File: config.mk
export PLATFORM = sky130hd
export DESIGN_NAME = counting_semaphore_with_wait_fifo
export DESIGN_NICKNAME = d
export VERILOG_FILES = /design/src/sv/csem_pkg.sv /design/src/sv/csem_fifo.sv /design/src/sv/csem_core.sv /design/src/sv/counting_semaphore_with_wait_fifo.sv
export SDC_FILE = /design/constraint.sdc
export NUM_CORES = 1
export LEC_CHECK = 0
export ABC_AREA = 1
export BUFFER_PORTS_ARGS = -buffer_cell sky130_fd_sc_hd__buf_2
export CELL_PAD_IN_SITES_DETAIL_PLACEMENT = 0
export CELL_PAD_IN_SITES_GLOBAL_PLACEMENT = 1
export CORE_UTILIZATION = 30
export CTS_CLUSTER_SIZE = 8
export DETAILED_ROUTE_END_ITERATION = 7
export GPL_TIMING_DRIVEN = 1
export HOLD_SLACK_MARGIN = 0.05
export PLACE_DENSITY_LB_ADDON = 0.08
export SLEW_MARGIN = 20
export SYNTH_ARGS = -nofsm -noshare
export SYNTH_HDL_FRONTEND = slang
export SYNTH_SLANG_ARGS = --single-unit
File: constraint.sdc
create_clock -name clk_i -period 5.1 [get_ports clk_i]
set_input_delay 1.02 -clock clk_i [delete_from_list [all_inputs] [get_ports clk_i]]
set_output_delay 1.02 -clock clk_i [all_outputs]
set_load 0.05 [all_outputs]
File: src/sv/csem_pkg.sv
// shared types and codes for the counting semaphore block
// no dependencies
package csem_pkg;

  localparam int unsigned MaxThreadsDef = 64;
  localparam int unsigned TidW          = 8;
  localparam int unsigned InitW         = 7;
  localparam int unsigned CountOutW     = 8;

  typedef enum logic [1:0] {
    CmdWait    = 2'd0,
    CmdTryWait = 2'd1,
    CmdPost    = 2'd2,
    CmdDestroy = 2'd3
  } csem_cmd_e;

  typedef enum logic [2:0] {
    StOk       = 3'd0,
    StBlocked  = 3'd1,
    StDeadlock = 3'd2,
    StInvalid  = 3'd3,
    StAgain    = 3'd4,
    StBusy     = 3'd5,
    StQueueFull = 3'd6
  } csem_status_e;

  typedef struct packed {
    logic push;
    logic pop;
    logic clear;
  } csem_fifo_ctrl_t;

  typedef struct packed {
    logic empty;
    logic full;
  } csem_fifo_stat_t;

  typedef struct packed {
    logic signed [CountOutW-1:0] count_now;
    logic [TidW-1:0]             woken_thread;
    csem_status_e                status;
  } csem_result_t;

endpackage

File: src/sv/csem_fifo.sv
// wait queue of blocked thread ids: memory, pointers and prefetched head word
// depends on csem_pkg
module csem_fifo #(
  parameter int unsigned MAX_THREADS = csem_pkg::MaxThreadsDef
) (
  input  logic                      clk_i,
  input  logic                      rst_ni,
  input  csem_pkg::csem_fifo_ctrl_t ctrl_i,
  input  logic [csem_pkg::TidW-1:0] push_data_i,
  output logic [csem_pkg::TidW-1:0] head_word_o,
  output csem_pkg::csem_fifo_stat_t stat_o
);
  import csem_pkg::*;

  localparam int unsigned PtrW  = $clog2(MAX_THREADS);
  localparam int unsigned UsedW = $clog2(MAX_THREADS + 1);
  localparam logic [PtrW-1:0]  LastSlot = PtrW'(MAX_THREADS - 1);
  localparam logic [UsedW-1:0] FullCnt  = UsedW'(MAX_THREADS);

  logic [TidW-1:0]  mem_q [MAX_THREADS];
  logic [TidW-1:0]  head_word_q;
  logic [PtrW-1:0]  head_q, head_d, tail_q, tail_d;
  logic [UsedW-1:0] used_q, used_d;

  function automatic logic [PtrW-1:0] next_slot(input logic [PtrW-1:0] p);
    return (p == LastSlot) ? '0 : p + PtrW'(1);
  endfunction

  always_comb begin
    head_d = head_q;
    tail_d = tail_q;
    used_d = used_q;
    if (ctrl_i.clear) begin
      head_d = '0;
      tail_d = '0;
      used_d = '0;
    end else if (ctrl_i.push) begin
      tail_d = next_slot(tail_q);
      used_d = used_q + UsedW'(1);
    end else if (ctrl_i.pop) begin
      head_d = next_slot(head_q);
      used_d = used_q - UsedW'(1);
    end
  end

  always_ff @(posedge clk_i or negedge rst_ni) begin
    if (!rst_ni) begin
      head_q <= '0;
      tail_q <= '0;
      used_q <= '0;
    end else begin
      head_q <= head_d;
      tail_q <= tail_d;
      used_q <= used_d;
    end
  end

  always_ff @(posedge clk_i) begin
    if (ctrl_i.push) begin
      mem_q[tail_q] <= push_data_i;
    end
  end

  // head word follows the next head, bypassing a write to the same slot
  always_ff @(posedge clk_i) begin
    if (ctrl_i.push && (tail_q == head_d)) begin
      head_word_q <= push_data_i;
    end else begin
      head_word_q <= mem_q[head_d];
    end
  end

  assign head_word_o  = head_word_q;
  assign stat_o.empty = (used_q == '0);
  assign stat_o.full  = (used_q >= FullCnt);

endmodule

File: src/sv/csem_core.sv
// semaphore state (count, owner, initial value) and per-word decision logic
// depends on csem_pkg and csem_fifo
module csem_core #(
  parameter int unsigned MAX_THREADS = csem_pkg::MaxThreadsDef
) (
  input  logic                       clk_i,
  input  logic                       rst_ni,
  input  logic                       cfg_we_i,
  input  logic [csem_pkg::InitW-1:0] cfg_wdata_i,
  input  logic                       fire_i,
  input  csem_pkg::csem_cmd_e        cmd_i,
  input  logic [csem_pkg::TidW-1:0]  tid_i,
  output csem_pkg::csem_result_t     result_o
);
  import csem_pkg::*;

  localparam int unsigned CntMinW = $clog2(MAX_THREADS + 1) + 1;
  localparam int unsigned CntW    = (CntMinW > CountOutW) ? CntMinW : CountOutW;
  localparam logic signed [CntW-1:0] One    = CntW'(1);
  localparam logic signed [CntW-1:0] Zero   = '0;
  localparam logic signed [CntW-1:0] MaxCnt = CntW'(MAX_THREADS);
  localparam logic [InitW-1:0]       BinInit = InitW'(1);

  logic [InitW-1:0]        init_q;
  logic signed [CntW-1:0]  count_q, count_d, cnt_inc, cnt_dec, init_ext, cfg_ext;
  logic [TidW-1:0]         owner_q, owner_d, woken;
  logic                    binary, dead, cfg_ok;
  csem_status_e            status;
  csem_fifo_ctrl_t         fifo_ctrl;
  csem_fifo_stat_t         fifo_stat;
  logic [TidW-1:0]         head_word;

  csem_fifo #(
    .MAX_THREADS(MAX_THREADS)
  ) u_fifo (
    .clk_i      (clk_i),
    .rst_ni     (rst_ni),
    .ctrl_i     (fifo_ctrl),
    .push_data_i(tid_i),
    .head_word_o(head_word),
    .stat_o     (fifo_stat)
  );

  assign init_ext = signed'({{(CntW - InitW){1'b0}}, init_q});
  assign cfg_ext  = signed'({{(CntW - InitW){1'b0}}, cfg_wdata_i});
  assign cfg_ok   = cfg_we_i && (cfg_ext <= MaxCnt);
  assign cnt_inc  = count_q + One;
  assign cnt_dec  = count_q - One;
  assign binary   = (init_q == BinInit);
  assign dead     = binary && (count_q != One) && (owner_q == tid_i);

  always_comb begin
    count_d         = count_q;
    owner_d         = owner_q;
    woken           = '0;
    status          = StOk;
    fifo_ctrl.push  = 1'b0;
    fifo_ctrl.pop   = 1'b0;
    fifo_ctrl.clear = cfg_ok;
    if (tid_i == '0) begin
      status = StInvalid;
    end else begin
      case (cmd_i)
        CmdWait: begin
          if (dead) begin
            status = StDeadlock;
          end else if (count_q >= One) begin
            count_d = cnt_dec;
            owner_d = tid_i;
          end else if (fifo_stat.full) begin
            status = StQueueFull;
          end else begin
            count_d        = cnt_dec;
            fifo_ctrl.push = fire_i;
            status         = StBlocked;
          end
        end
        CmdTryWait: begin
          if (dead) begin
            status = StDeadlock;
          end else if (count_q > Zero) begin
            count_d = cnt_dec;
            owner_d = tid_i;
          end else begin
            status = StAgain;
          end
        end
        CmdPost: begin
          if (binary && ((count_q > Zero) || (owner_q != tid_i))) begin
            status = StInvalid;
          end else if (count_q >= MaxCnt) begin
            status = StInvalid;
          end else begin
            count_d = cnt_inc;
            if ((cnt_inc <= Zero) && !fifo_stat.empty) begin
              woken         = head_word;
              fifo_ctrl.pop = fire_i;
            end
            owner_d = woken;
          end
        end
        CmdDestroy: begin
          if (count_q != init_ext) begin
            status = StBusy;
          end else begin
            owner_d = '0;
          end
        end
        default: status = StInvalid;
      endcase
    end
  end

  always_ff @(posedge clk_i or negedge rst_ni) begin
    if (!rst_ni) begin
      init_q  <= BinInit;
      count_q <= One;
      owner_q <= '0;
    end else if (cfg_ok) begin
      init_q  <= cfg_wdata_i;
      count_q <= cfg_ext;
      owner_q <= '0;
    end else if (fire_i) begin
      count_q <= count_d;
      owner_q <= owner_d;
    end
  end

  assign result_o.status       = status;
  assign result_o.woken_thread = woken;
  assign result_o.count_now    = count_d[CountOutW-1:0];

endmodule

File: src/sv/counting_semaphore_with_wait_fifo.sv
// top level of the counting semaphore with a queue of blocked threads
// depends on csem_pkg and csem_core
//
// Hardware counting semaphore. Each input word carries a command (wait,
// trywait, post, destroy) and a nonzero thread id; each gives exactly one
// result word with a status, the thread woken by a post and the count after
// the command. Words flow through an input register and a result register:
// one word per cycle is sustained while m_axis_tready is high, set by the
// single state update per cycle and the prefetched wait queue head; results
// enter the result register when it is free or read. Writing the initial
// value loads the count, clears the owner, empties the queue; a value above
// MAX_THREADS is ignored. Write it only while no words are in flight.
module counting_semaphore_with_wait_fifo #(
  parameter int unsigned MAX_THREADS = csem_pkg::MaxThreadsDef
) (
  input  logic                       clk_i,
  input  logic                       rst_ni,
  input  logic                       cfg_we_i,
  input  logic [csem_pkg::InitW-1:0] cfg_wdata_i,
  input  logic                       s_axis_tvalid,
  output logic                       s_axis_tready,
  // [1:0] command, [9:2] thread_id, [15:10] zero
  input  logic [15:0]                s_axis_tdata,
  output logic                       m_axis_tvalid,
  input  logic                       m_axis_tready,
  // [2:0] status, [10:3] woken_thread, [18:11] count_now, [23:19] zero
  output logic [23:0]                m_axis_tdata
);
  import csem_pkg::*;

  logic            in_valid_q, out_valid_q, advance;
  csem_cmd_e       in_cmd_q;
  logic [TidW-1:0] in_tid_q;
  csem_result_t    res, out_res_q;

  assign advance       = in_valid_q && (!out_valid_q || m_axis_tready);
  assign s_axis_tready = !in_valid_q || advance;

  csem_core #(
    .MAX_THREADS(MAX_THREADS)
  ) u_core (
    .clk_i      (clk_i),
    .rst_ni     (rst_ni),
    .cfg_we_i   (cfg_we_i),
    .cfg_wdata_i(cfg_wdata_i),
    .fire_i     (advance),
    .cmd_i      (in_cmd_q),
    .tid_i      (in_tid_q),
    .result_o   (res)
  );

  always_ff @(posedge clk_i or negedge rst_ni) begin
    if (!rst_ni) begin
      in_valid_q  <= 1'b0;
      out_valid_q <= 1'b0;
    end else begin
      if (s_axis_tready) begin
        in_valid_q <= s_axis_tvalid;
      end
      if (advance) begin
        out_valid_q <= 1'b1;
      end else if (m_axis_tready) begin
        out_valid_q <= 1'b0;
      end
    end
  end

  always_ff @(posedge clk_i) begin
    if (s_axis_tvalid && s_axis_tready) begin
      in_cmd_q <= csem_cmd_e'(s_axis_tdata[1:0]);
      in_tid_q <= s_axis_tdata[9:2];
    end
    if (advance) begin
      out_res_q <= res;
    end
  end

  assign m_axis_tvalid = out_valid_q;
  assign m_axis_tdata  = {5'b0, out_res_q.count_now, out_res_q.woken_thread,
                          out_res_q.status};

`ifndef SYNTHESIS
  a_advance_fills_out: assert property (@(posedge clk_i) disable iff (!rst_ni)
    in_valid_q && !out_valid_q |=> out_valid_q)
    else $error("pending word did not move to result register");

  a_woken_only_ok: assert property (@(posedge clk_i) disable iff (!rst_ni)
    out_valid_q && (out_res_q.woken_thread != '0) |-> out_res_q.status == StOk)
    else $error("woken thread reported with non-ok status");

  a_blocked_is_wait: assert property (@(posedge clk_i) disable iff (!rst_ni)
    advance && (res.status == StBlocked) |-> in_cmd_q == CmdWait)
    else $error("blocked status from a command other than wait");
`endif

endmodule
### Word level (Yosys, flattened, before mapping)

Memories as Yosys holds them, arrays and structs flattened. A register that Yosys moved wholly into a read port is not among the register bits.
Index checks and enable logic that the tools add are counted.

* bits in registers: 73
* RAM bits: 512
* input port bits: 28
* output and inout port bits: 26
* word-level logic and storage cells: 122
* memories: 1

* add/sub/neg operators: 6
* magnitude comparators: 6
* eq/ne operators: 18
* muxes and demuxes: 55
* bitwise operators: 1
* reduce and logical (&&, ||, !) cells: 22

Memories
* u_core.u_fifo.mem_q: words 64, width 8, rd ports 1, clocked after Yosys merged registers in 1, write ports 1, line csem_fifo.sv:20 `logic [TidW-1:0] mem_q [MAX_THREADS];`

Operators with widths (number)
* $mux 8: 21
* $mux 6: 7
* $pmux 8 s4: 1
* $pmux 8 s3: 1
* $mux 3: 7
* $mux 7: 3
* $ne 8x8->1: 2
* $add 6x1->6 const B: 2
* $eq 6x6->1 const B: 2
* $mux 1: 12
* $pmux 3 s4: 1
* $ne 3x2->1 const B: 3
* $reduce_and 9->1: 1
* $add 8x2->8 const B: 1
* $eq 8x8->1: 1
* $ge 8x2->1 const B: 1
* $ge 8x8->1 const B: 1
* $gt 8x1->1 const B: 1
* $le 8x1->1 const B: 1
* $logic_not 8->1: 1
* $ne 8x2->1 const B: 1
* $sub 8x2->8 const B: 1
* $add 7x1->7 const B: 1
* $eq 7x1->1 const B: 1
* other kinds (18): 34

### Logic depth before layout (Yosys ltp)

* depth after elaboration: 11
* gate-level depth with buffers: 22
* gate-level depth less buffers: 22

### By module

Synthesis repeated with hierarchy kept, for this count alone.

* cells, all modules: 2474
* area, all modules: 26146.3 µm²

Modules (own cells, without submodules)
* csem_fifo: times used 1, cells each 1965, area each 22429.0 µm²
* csem_core: times used 1, cells each 462, area each 2710.1 µm²
* counting_semaphore_with_wait_fifo: times used 1, cells each 47, area each 1007.2 µm²

### Least setup slack after synthesis

Ideal clock, no wire load.

* path type: register -> register
* start: register in_tid_q[7]
* end: register u_core.u_fifo.used_q[6]
* library setup time: 0.083 ns
* arrival: 3.405 ns
* data required time: 5.017 ns
* setup slack: 1.612 ns
* stages on the path, launching flop included: 21
* path buffers: 0
* period minus slack after synthesis: 3.488 ns
* cell sequence: edfxtp_1 > xnor2_1 > nand2_1 > nor2_1 > nand3_2 > nand2_2 > nor2_4 > nand3_4 > inv_2 > fa_1 > nand3b_1 > nand2_1 > nand2_1 > nand2_1 > nand2_1 > nand2_1 > xor2_1 > inv_1 > nand2_1 > nand3_1 > o21ai_0

* cells in the longest elaborated chain, start to end: 7
* elaborated cells on any way between the ends: 14
* those cells by class: eq/ne: 2; mux: 7; reduce/logical: 5

Ends and longest elaborated chain
* from (decl): line counting_semaphore_with_wait_fifo.sv:33 `logic [TidW-1:0] in_tid_q;`
* from (signal assigned): line counting_semaphore_with_wait_fifo.sv:71 `in_tid_q <= s_axis_tdata[9:2];`
* $eq 8x8->1 / $ne 8x8->1 (equally long branches): line csem_core.sv:50, csem_core.sv:89
* $logic_and 1x1->1 / $logic_or 1x1->1 (equally long branches): line csem_core.sv:50, csem_core.sv:89
* $mux 1 / $logic_and 1x1->1 (equally long branches): line csem_core.sv:65, csem_core.sv:89
* $mux 1 (on tied branches): line csem_core.sv:63, csem_core.sv:89
* $mux 2 *: line csem_core.sv:60 `if (tid_i == '0) begin`
* $mux 7 / $mux 2 (equally long branches): line csem_fifo.sv:37, csem_core.sv:60
* $mux 7 / $reduce_bool 3->1 (equally long branches)
* to (signal assigned): line csem_fifo.sv:54 `used_q <= used_d;`
* to (decl): line csem_fifo.sv:23 `logic [UsedW-1:0] used_q, used_d;`

Every way passes the cells marked *; elsewhere a longest branch is shown, timed or not.
A chain may end at the register's enable or synchronous reset.

### Final worst setup path

* start: register u_core.count_q[0]
* end: memory u_core.u_fifo.mem_q[63][3] (enable)

* cells in the longest elaborated chain, start to end: 8
* elaborated cells on any way between the ends: 10
* those cells by class: order compare: 1; eq/ne: 1; mux: 6; reduce/logical: 2

Ends and longest elaborated chain
* from (decl): line csem_core.sv:25 `logic signed [CntW-1:0] count_q, count_d, cnt_inc, cnt_dec, init_ext, cfg_ext;`
* from (signal assigned): line csem_core.sv:117 `count_q <= One;`
* from (signal assigned): line csem_core.sv:121 `count_q <= cfg_ext;`
* from (signal assigned): line csem_core.sv:124 `count_q <= count_d;`
* branches (longest 3 deep; another with $ge 8x2->1)
* $mux 1 *: line csem_core.sv:65 `if (dead) begin`
* $mux 1 *: line csem_core.sv:63 `case (cmd_i)`
* $mux 2 *: line csem_core.sv:60
* $mux 1 *: line csem_fifo.sv:59 `if (ctrl_i.push) begin`
* $mux 1 (not written as such) *: line csem_fifo.sv:60 `mem_q[tail_q] <= push_data_i;`
* to (decl): line csem_fifo.sv:20

Mark *: on every way between the ends.

==> impl_metrics.json <==
{
  "synthArstFlopShare_pct": 7.45,
  "reg2reg_depth": 11,
  "die_h_um": 299,
  "ir_drop_mv": 0.220,
  "skew_ns": 0.0254,
  "cts_resized": 0,
  "hold_buffers": 0,
  "slew_headroom_pct": 30.1,
  "wl_met1_mm": 36.4,
  "routed_wl_mm": 76.9,
  "crit_end": "u_core.u_fifo.mem_q[63][3]",
  "synth_edf_count": 541,
  "p_leak_nw": 11.4,
  "ys_types": 52,
  "fin_util_pct": 34.5,
  "dp_hpwl_mm": 45.7,
  "cp.depth": 11,
  "end_kind": "flip-flop",
  "numCtsBuffers": 84,
  "drt_iter0_drc": 1082,
  "wl_per_cell_um": 20.5,
  "setup_tns_ns": 0,
  "coreArea_mm2": 0.0870,
  "ant_nets": 0,
  "crit_path_cell_trace": "ha_1 -> nand2_1 -> nor2_2 -> nor2_1 -> nand3_2 -> nand2_2 -> nor2_4 -> nand3_4 -> inv_2 -> nand2_2 -> nor2_1",
  "wl_met2_mm": 35.9,
  "reg2reg_to": "u_core.u_fifo.mem_q[63][3]",
  "syn_area_per_cell_um2": 10.4,
  "cp.required_ns": 5.35,
  "finalSetupViolations": 0,
  "mappedNetlistArea_mm2": 0.0264,
  "max_cap_violations": 0,
  "drive_above_1_share_pct": 11.0,
  "clock_latency_ns": 0.64,
  "nets": 2619,
  "crit_buf_inv": 1,
  "grt_pass1_wl_mm": 115,
  "yosysSeqAreaShare_pct": 66.1,
  "critPathArrivalTime_ns": 4.02,
  "worstMarginPinSlew_ns": 1.04,
  "cts.path.max_buffers": 3,
  "gp_congestion": 0.809,
  "fp-row-count": 108,
  "maxSlewViolCount": 0,
  "area_growth_pct": 13.7,
  "worst_path_largest_cell_delay_ns": 0.80,
  "r2r_setup_slack_ns": 1.33,
  "met3_length_mm": 2.91,
  "cts_root_buf": "clkbuf_16",
  "antenna_found_initial": 2,
  "max_freq_mhz": 265,
  "outcome": "completed",
  "htreeDepth": 3,
  "min_period_over_period_pct": 73.9,
  "min_path_type": "in2async",
  "grt_overflow_total": 0,
  "layout_min_cycle_time_ns": 3.77,
  "p_per_area_mw_per_mm2": 402,
  "startpoint_type": "flip-flop",
  "die-area_mm2": 0.0893,
  "drc": 0,
  "synthFlopType": "edfxtp_1",
  "path_clk_slew_ns": 0.05,
  "hold_viol": 0,
  "startpoint": "u_core.count_q[0]",
  "initial_core_util_pct": 30.4,
  "postCtsSetupBuffers": 0,
  "die_x_um": 299,
  "vias": 17600,
  "vias_per_cell": 4.68,
  "cp_top_family": "simple AND/OR/NAND/NOR gates",
  "grt_pass1_vias": 17700,
  "ys_seq_elements": 591,
  "numPortBuffers": 42,
  "cts_tree": "yes",
  "ios": 54,
  "netlist_instances": 2549,
  "r2r-start": "u_core.count_q[0]",
  "yosys_warnings": 0,
  "crit_path_top_delay_cell": "nor2_1",
  "antenna_cells": 0,
  "cp_max_fo": 16,
  "grt_max_degree": 173,
  "setup.worst_path.class": "reg2reg",
  "top_layer_used": "met4",
  "grt_setup_unrepaired": "no",
  "grtUsageTotal_pct": 17.3,
  "clock_sinks": 591,
  "drtPass1Iterations": 5
}
worst reg2reg max path, cell delays in order, from the launching register on:
cell     delay (ns)
dfstp_2        0.60
ha_1           0.20
nand2_1        0.09
nor2_2         0.19
nor2_1         0.09
nand3_2        0.26
nand2_2        0.13
nor2_4         0.14
nand3_4        0.26
inv_2          0.29
nand2_2        0.35
nor2_1         0.80
state kept, by name (all words and copies together), names as in the netlist, named ones only:
signal	count
in_tid_q	8
u_core.count_q	8
u_core.u_fifo.mem_q	512
u_core.owner_q	8
u_core.u_fifo.head_q	6
in_valid_q	1
u_core.init_q	7
m_axis_tdata	19
u_core.u_fifo.tail_q	6
u_core.u_fifo.used_q	7
m_axis_tvalid	1
in_cmd_q	2
cell usage after synthesis, types with 10 or more instances:
library cell / n / area share, %
ha_1: 11 / 0.52
or2_2: 72 / 1.7
clkbuf_1: 55 / 0.78
xor2_1: 10 / 0.33
nand3_1: 413 / 7.8
buf_1: 21 / 0.30
nand2_1: 697 / 9.9
edfxtp_1: 541 / 61
inv_1: 247 / 3.5
dfrtp_1: 42 / 4.0
buf_2: 42 / 0.80
o21ai_0: 99 / 1.9
o211ai_1: 19 / 0.54
nor2_1: 146 / 2.1
a21oi_1: 16 / 0.30
nand4_1: 12 / 0.28
cell type report:
cell class / count / area [um2]
Fill cell: 8853 / 57000
Sequential cell: 591 / 17500
Multi-Input combinational cell: 1580 / 7440
Clock buffer: 99 / 2160
Tap cell: 1155 / 1450
Inverter: 253 / 958
Timing Repair Buffer: 69 / 463
Clock inverter: 8 / 118
routing by layer:
metal / up-vias / track usage, %
li1: 8593 / -
met3: 118 / 2.46
met4: 0 / 4.62
met2: 318 / 28.2
met1: 8543 / 24.0
met5: - / 0
worst min-delay path by stage:
stage | end | slack (ns) | cells past startpoint
6_report | u_core.count_q[3] | 0.50 | 2
5_1_grt | in_cmd_q[1] | 0.54 | 1
4_1_cts | u_core.count_q[3] | 0.50 | 2
3_5_place_dp | u_core.init_q[0] | 0.52 | 2
3_3_place_gp | u_core.u_fifo.used_q[4] | 0.51 | 2
2_1_floorplan | u_core.u_fifo.used_q[5] | 0.48 | 2
placed cells by master (no fill, tap or decap), types with 3 or more instances in the layout:
| cell | instances |
|---|---|
| a21oi_1 | 16 |
| a31oi_1 | 3 |
| buf_12 | 4 |
| buf_2 | 42 |
| buf_4 | 23 |
| clkbuf_1 | 15 |
| clkbuf_16 | 84 |
| clkinv_1 | 3 |
| conb_1 | 5 |
| dfrtp_1 | 42 |
| dfxtp_1 | 3 |
| edfxtp_1 | 541 |
| ha_1 | 11 |
| inv_1 | 245 |
| inv_6 | 4 |
| nand2_1 | 697 |
| nand2_2 | 8 |
| nand2_4 | 3 |
| nand3_1 | 413 |
| nand3_2 | 5 |
| nand3_4 | 3 |
| nand3b_1 | 7 |
| nand4_1 | 12 |
| nor2_1 | 146 |
| nor2_2 | 5 |
| nor2_4 | 6 |
| nor3_1 | 7 |
| o211ai_1 | 19 |
| o21ai_0 | 99 |
| o21ai_2 | 5 |
| or2_2 | 72 |
| xnor2_1 | 6 |
| xor2_1 | 10 |
through the flow:
| stage | hold WS [ns] | power, mW | worst slack, ns | cell area, um2 | instances |
|---|---|---|---|---|---|
| 2_1_floorplan | 0.478 | 6.72 | 1.61 | 26500 | 2553 |
| 3_3_place_gp | 0.507 | 7.19 | 1.32 | 27800 | 3648 |
| 3_5_place_dp | 0.520 | 7.19 | 1.33 | 27800 | 3648 |
| 4_1_cts | 0.502 | 12.3 | 1.31 | 30100 | 3755 |
| 5_1_grt | 0.539 | 12.6 | 1.06 | 30100 | 3755 |
| 6_report | 0.504 | 12.1 | 1.33 | 30100 | 3755 |
cell families after synthesis:
| group | share of synthesized area (%) |
|---|---|
| fa+ha+maj | 0.596 |
| compound gates | 3.32 |
| xor+xnor | 0.530 |
| buf+inv | 5.84 |
| simple gates | 23.6 |
| flops | 66.1 |
| other cells | 0.0142 |
power by group:
group	total, mW	internal, mW	switching, mW
Sequential	5.57	5.44	0.128
Clock	5.03	2.95	2.07
Combinational	1.50	0.436	1.06
(Power assumes the default switching activity.)
